## config.mk

```make
export PLATFORM = sky130hd
export DESIGN_NAME = fphit_cell
export DESIGN_NICKNAME = d
export VERILOG_FILES = /design/src/rtl/core/fphit_pkg.sv /design/src/rtl/core/fphit_cell.sv
export SDC_FILE = /design/constraint.sdc
export NUM_CORES = 1
export LEC_CHECK = 0
export BUFFER_PORTS_ARGS = -buffer_cell sky130_fd_sc_hd__buf_2
export CAP_MARGIN = 20
export CORE_ASPECT_RATIO = 0.6
export CORE_MARGIN = 2
export CORE_UTILIZATION = 49
export DETAILED_ROUTE_END_ITERATION = 7
export GPL_TIMING_DRIVEN = 0
export PLACE_DENSITY = 0.8
export SETUP_SLACK_MARGIN = 0.1
export SLEW_MARGIN = 40
export SYNTH_ARGS = -nofsm -noshare
export SYNTH_HDL_FRONTEND = slang
export SYNTH_SLANG_ARGS = --single-unit
```

## constraint.sdc

```tcl
create_clock -name clock -period 3.85 [get_ports clock]
set_input_delay 0.1925 -clock clock [delete_from_list [all_inputs] [get_ports clock]]
set_output_delay 0.1925 -clock clock [all_outputs]
set_load 0.02 [all_outputs]
```

## src/rtl/core/fphit_pkg.sv

```systemverilog
package fphit_pkg;

   localparam int MAX_ENTRIES_DEF = 16;
   localparam int NUM_POINTS      = 4;
   localparam int COORD_W         = 16;
   localparam int EDGE_W          = COORD_W + 1;
   localparam int SIZE_W          = 15;
   localparam int INDEX_W         = 4;
   localparam int SLOT_COUNT      = 2 ** INDEX_W;
   localparam int COUNT_W         = 5;
   localparam int REQ_DATA_W      = 136;
   localparam int RSP_DATA_W      = 72;

   typedef enum logic {
      OP_WRITE = 1'b0,
      OP_QUERY = 1'b1
   } opcode_type;

   typedef enum logic [1:0] {
      ST_IDLE,
      ST_SCAN,
      ST_HOLD
   } state_type;

   typedef struct packed {
      logic signed [COORD_W-1:0] x;
      logic signed [COORD_W-1:0] y;
   } point_type;

   typedef struct packed {
      logic signed [COORD_W-1:0] left;
      logic signed [COORD_W-1:0] top;
      logic [SIZE_W-1:0]         width;
      logic [SIZE_W-1:0]         height;
   } box_type;

   typedef struct packed {
      logic               hit;
      logic [INDEX_W-1:0] hit_index;
      box_type            box;
   } token_type;

endpackage

```

## src/rtl/core/fphit_cell.sv

```systemverilog
module fphit_cell #(
   parameter int INDEX = 0
) (
   input  logic                                                 clock,
   input  logic                                                 reset,
   input  logic                                                 wr_en_i,
   input  logic [fphit_pkg::INDEX_W-1:0]                        wr_index_i,
   input  fphit_pkg::box_type                                   wr_box_i,
   input  logic [fphit_pkg::COUNT_W-1:0]                        count_i,
   input  fphit_pkg::point_type [fphit_pkg::NUM_POINTS-1:0]     points_i,
   input  logic                                                 valid_i,
   input  fphit_pkg::token_type                                 token_i,
   output logic                                                 valid_o,
   output fphit_pkg::token_type                                 token_o
);

   localparam logic WRITABLE = (INDEX < fphit_pkg::SLOT_COUNT);

   fphit_pkg::box_type                        box_ff;
   logic signed [fphit_pkg::EDGE_W-1:0]       right_ff;
   logic signed [fphit_pkg::EDGE_W-1:0]       bottom_ff;
   logic signed [fphit_pkg::EDGE_W-1:0]       right_in;
   logic signed [fphit_pkg::EDGE_W-1:0]       bottom_in;
   logic                                      sel;
   logic                                      active;
   logic [fphit_pkg::NUM_POINTS-1:0]          pt_hit;
   logic                                      valid_ff;
   fphit_pkg::token_type                      token_ff;
   fphit_pkg::token_type                      token_in;

   assign sel = wr_en_i && WRITABLE &&
                (wr_index_i == fphit_pkg::INDEX_W'(INDEX));

   assign right_in  = {wr_box_i.left[fphit_pkg::COORD_W-1], wr_box_i.left} +
                      $signed({2'b00, wr_box_i.width});
   assign bottom_in = {wr_box_i.top[fphit_pkg::COORD_W-1], wr_box_i.top} +
                      $signed({2'b00, wr_box_i.height});

   always_ff @(posedge clock) begin
      if (sel) begin
         box_ff    <= wr_box_i;
         right_ff  <= right_in;
         bottom_ff <= bottom_in;
      end
   end

   assign active = INDEX < int'(count_i);

   always_comb begin
      for (int p = 0; p < fphit_pkg::NUM_POINTS; p++) begin
         pt_hit[p] = (points_i[p].x >= box_ff.left) &&
                     ($signed({points_i[p].x[fphit_pkg::COORD_W-1], points_i[p].x})
                        <= right_ff) &&
                     (points_i[p].y >= box_ff.top) &&
                     ($signed({points_i[p].y[fphit_pkg::COORD_W-1], points_i[p].y})
                        <= bottom_ff);
      end
   end

   always_comb begin
      token_in = token_i;
      if (!token_i.hit && active && (|pt_hit)) begin
         token_in.hit       = 1'b1;
         token_in.hit_index = fphit_pkg::INDEX_W'(INDEX);
         token_in.box       = box_ff;
      end
   end

   always_ff @(posedge clock) begin
      if (reset) begin
         valid_ff <= 1'b0;
      end else begin
         valid_ff <= valid_i;
      end
   end

   always_ff @(posedge clock) begin
      token_ff <= token_in;
   end

   assign valid_o = valid_ff;
   assign token_o = token_ff;

endmodule

```

# After elaboration in Yosys (flattened, before gate mapping)
# Index checks and enable logic that the tools add are counted.
# classes
muxes	1
add_sub_neg	2
magnitude_cmp	17
reduce_logical	18
# op_table
cell	n
<= comparator 16 x 17 -> 1 bit	8
>= comparator 16 bit	8
two-way mux 62 bit	1
adder 16 x 16 -> 17 bit	2
logical AND 1 bit	15
less-than comparator 1 x 5 -> 1 bit, first input constant	1
zero test 4 bit	1
OR reduction 4 bit	1
zero test 1 bit	1
# word_totals
elab_cells	51
in_bits	270
reg_bits	164
out_inout_bits	68

# Depth between registers and ports, before layout
# logic_depth
depth_word	7
depth_mapped	12
depth_no_buf	11

# Worst setup path after synthesis
# OpenSTA, ideal clock, no wires.
# synth_timing
path_type	in2reg
from	input wr_index_i[1] (netlist bit)
to	register bottom_ff[0] (netlist bit), enable pin
arrival_ps	2693
n_path_buf	0
cell_stages	2
t_required_ps	3384
slack_ps	691
setup_time_ps	466
cell_sequence	nor4_1 > and2_1
# synth_via
elab_chain_cells	2
# synth_rtl
item	line_no	source
from (decl)	fphit_cell.sv:7	input logic [fphit_pkg::INDEX_W-1:0] wr_index_i,
zero test 4 bit	fphit_cell.sv:32	(wr_index_i == fphit_pkg::INDEX_W'(INDEX));
logical AND 1 bit	fphit_cell.sv:31	assign sel = wr_en_i && WRITABLE &&
net sel	fphit_cell.sv:24	logic sel;
to (signal assigned)	fphit_cell.sv:43	bottom_ff <= bottom_in;
to (decl)	fphit_cell.sv:21	logic signed [fphit_pkg::EDGE_W-1:0] bottom_ff;
# The timed path passes the listed nets, and every way through them passes these cells.
# A chain may end at the register's enable or synchronous reset.

==> impl_metrics.py <==
metrics = {
    "route": {
        "antenna_left": 0,
        "drtIter0Drc": 946,
        "firstDrtPassIters": 5,
        "drcViolationCount": 0,
        "vias": 11718,
        "routed_wl_mm": 44.1,
        "wl_per_cell_um": 21.7,
        "detail_route.vias_per_cell": 5.77,
    },
    "floorplan": {
        "die_area_um2": 26900,
        "die_width_um": 210,
        "std_cell_rows": 45,
        "die-height_um": 128,
        "core-area_um2": 25200,
        "start_util": 0.496,
        "io-pin-count": 338,
    },
    "setup_path": {
        "cp_slowest_cell": "nor4_2",
        "path_cells": "inv_1, ha_1, nand4_1, nor4_1, o21ai_1, o211ai_1, mux2i_1, nor4_2, nor4_4, buf_6, buf_8, buf_6, mux2_1",
        "crit_buf_inv": 4,
        "critPathMaxFanout": 10,
        "critPathArrivalTime_ns": 3.98,
        "max_stage_delay_ns": 0.46,
        "cpMostUsedCell": "buf_6",
        "required_ns": 4.19,
        "cp_top_family": "simple AND/OR/NAND/NOR gates",
        "cp-start-kind": "flop",
        "worstSetupEndpointType": "flop",
        "crit_type": "flop to flop",
    },
    "placed_design": {
        "place_hpwl_mm": 34.2,
        "port_buffers": 337,
        "gp_congestion": 0.944,
    },
    "synthesis": {
        "synth-simple-area-share": 0.116,
        "synth.area.mux_share": 0.0657,
        "ys_ff_latch": 164,
        "yosys_warnings": 0,
        "synth_nets": 1758,
        "synth_edf_count": 96,
        "synthAdderAreaFrac": 0.297,
        "synth_xor_area_frac": 0.0112,
        "avgSynthCellArea_um2": 10.5,
        "synth_ff_type": "edfxtp_1",
        "synth_top_family_by_area": "adder cells",
        "ys_seq_area_frac": 0.339,
        "synth_cell_type_count": 60,
        "synth_area_um2": 12500,
        "synth_cells": 1192,
        "ys_async_sr_fraction": 0,
        "synth_compound_area_frac": 0.136,
    },
    "cells_and_area": {
        "drive_gt1_frac": 0.267,
        "finalNetCount": 2248,
        "area_delta_synth_final_pct": 33.2,
        "multi_input_area_um2": 7890,
        "fill_cells": 1924,
        "regArea_um2": 4240,
    },
    "global_route": {
        "grt_max_degree": 39,
        "track_usage": 0.327,
        "globalRouteOverflowTotal": 0,
        "grt_pass1_wl_mm": 65.5,
        "grt_pass1_vias": 11657,
        "antenna_found_initial": 9,
    },
    "power": {
        "max-vdd-ir-drop_mv": 0.391,
        "leakagePower_nw": 7.96,
        "powerDensity_nw_per_um2": 309,
        "p_total_mw": 5.16,
    },
    "clocking": {
        "cts_made_buffers": 17,
        "htreeDepth": 4,
        "cts.sinks": 164,
        "cts_tree": "done",
        "clockBufferDepth": 2,
        "worstSkewPairLatency_ns": 0.46,
        "clk_pin_slew_ns": 0.08,
        "cts-root-buf": "clkbuf_16",
    },
    "run": {
        "max_cap_viol_count": 0,
    },
    "timing": {
        "relSlewSlack": 0.421,
        "finalCritPeriodShare": 0.945,
        "max_freq_ghz": 0.275,
        "finClkSkew_ns": 0.0126,
        "hold_slack_ns": 0.0373,
        "rsz0062_at_grt": "false",
        "setup_viol": 0,
        "worstMarginPinSlew_ns": 0.859,
        "hold_viol": 0,
        "period_minus_slack_ns": 3.64,
        "final_max_slew_viol_count": 0,
    },
    "worst_hold_path": {
        "hold_path_class": "input pin to flop",
    },
    "outcome": {
        "status": "complete, no violations",
    },
}
==> kinds of logic after synthesis <==
group,after synthesis
simple gates,275
mux,67
compound gates,264
flops,164
fa+ha+maj,296
buf+inv,110
xor+xnor,16
==> worst paths after layout <==
path              depth (start not counted)  slack [ns]   startpoint           to
setup reg to reg                         13        0.21   box_ff[44]  token_o[57]
setup / recovery                         13        0.21   box_ff[44]  token_o[57]
hold reg to reg                           1        0.48    box_ff[1]   token_o[1]
hold / removal                            2        0.04  token_i[58]  token_o[58]
==> per-stage QoR <==
step / instances / utilization / setup slack, ns / instance area, um2 / setup TNS, ns
floorplan: 1192 / - / 0.691 / 12500 / 0
global placement: 1858 / 0.580 / -0.549 / 14600 / -51.43
detailed placement: 1860 / 0.581 / -0.0481 / 14700 / -0.327
CTS: 2023 / 0.658 / 0.135 / 16600 / 0
global route: 2026 / 0.661 / 0.102 / 16700 / 0
finish: 2031 / 0.661 / 0.210 / 16700 / 0
==> what timing repair did <==
action / CTS / global route
setup buffers: 1 / 1
setup endpoints to repair: 55 / 47
resized for setup: 3 / 13
pin swaps: 1 / 1
hold buffers: 130 / 0
cloned: 0 / 0
endpoints found under the hold margin: 129 / 0
==> sequential cells by signal, summed over array words and instances, names as in the netlist <==
name       flops
right_ff      17
valid_o        1
token_o       67
box_ff        62
bottom_ff     17
==> Yosys cell counts, drive strengths merged, types with 12 or more instances <==
cell,instances,area (um2)
a31oi,16,100
ha,294,3680
nor4,12,103
o21ai,38,190
o211ai,14,105
a21o,26,195
nor2b,17,106
xnor2,14,123
nor2,57,214
nand4,39,244
mux2,62,773
edfxtp,96,2880
nor3,17,85.1
a21oi,86,430
nand2,46,173
inv,103,387
nand3,44,220
a211oi,20,155
dfxtp,68,1360
==> where the power goes <==
part,internal (mW),leakage (nW),total (mW),switching (mW)
combinational,0.625,6.22,1.35,0.723
clock,0.937,0.298,1.81,0.877
sequential,1.97,1.44,2.00,0.0324
==> layout make-up <==
cell class	count	share of cell area
diodes	7	0.00105
plain buffers	7	0.00435
clock buffers	17	0.0255
clock inverters	15	0.0111
inverters	103	0.0234
multi-input cells	918	0.473
flip-flops and latches	164	0.254
well taps	329	0.0247
repair buffers	471	0.183
==> layer usage <==
metal,vias to the layer above,part of all wire,routed length (um),GRT usage
li1,5572,-,-,-
met1,5511,0.47,20600,0.463
met2,570,0.41,18300,0.482
met3,61,0.10,4470,0.101
met4,4,0.018,809,0.0886
met5,-,0.00063,28,0
==> cells in the final DEF (no fill, tap or decap), types with 8 or more instances in the layout <==
cell type / instances
a31oi_1: 16
o21ai_0: 35
clkbuf_16: 17
or3_1: 9
nand3_1: 44
buf_2: 338
nor2b_1: 17
o211ai_1: 14
a21oi_1: 86
mux2_4: 20
dfxtp_1: 68
inv_1: 101
nor3_1: 17
a21o_1: 26
o21a_1: 11
ha_1: 292
a211oi_1: 19
nor2_1: 57
edfxtp_1: 96
mux2_2: 37
nor4_1: 8
xnor2_1: 14
nand4_1: 39
dlygate4sd3_1: 130
nand2_1: 46
==> worst reg2reg max path, cell delays in order, from the launching register on <==
cell and delay (ns):
edfxtp_1 0.36, inv_1 0.15, ha_1 0.36, nand4_1 0.35, nor4_1 0.43, o21ai_1 0.28, o211ai_1 0.17, mux2i_1 0.12
nor4_2 0.46, nor4_4 0.06, buf_6 0.15, buf_8 0.15, buf_6 0.16, mux2_1 0.34
(Power assumes the default switching activity.)
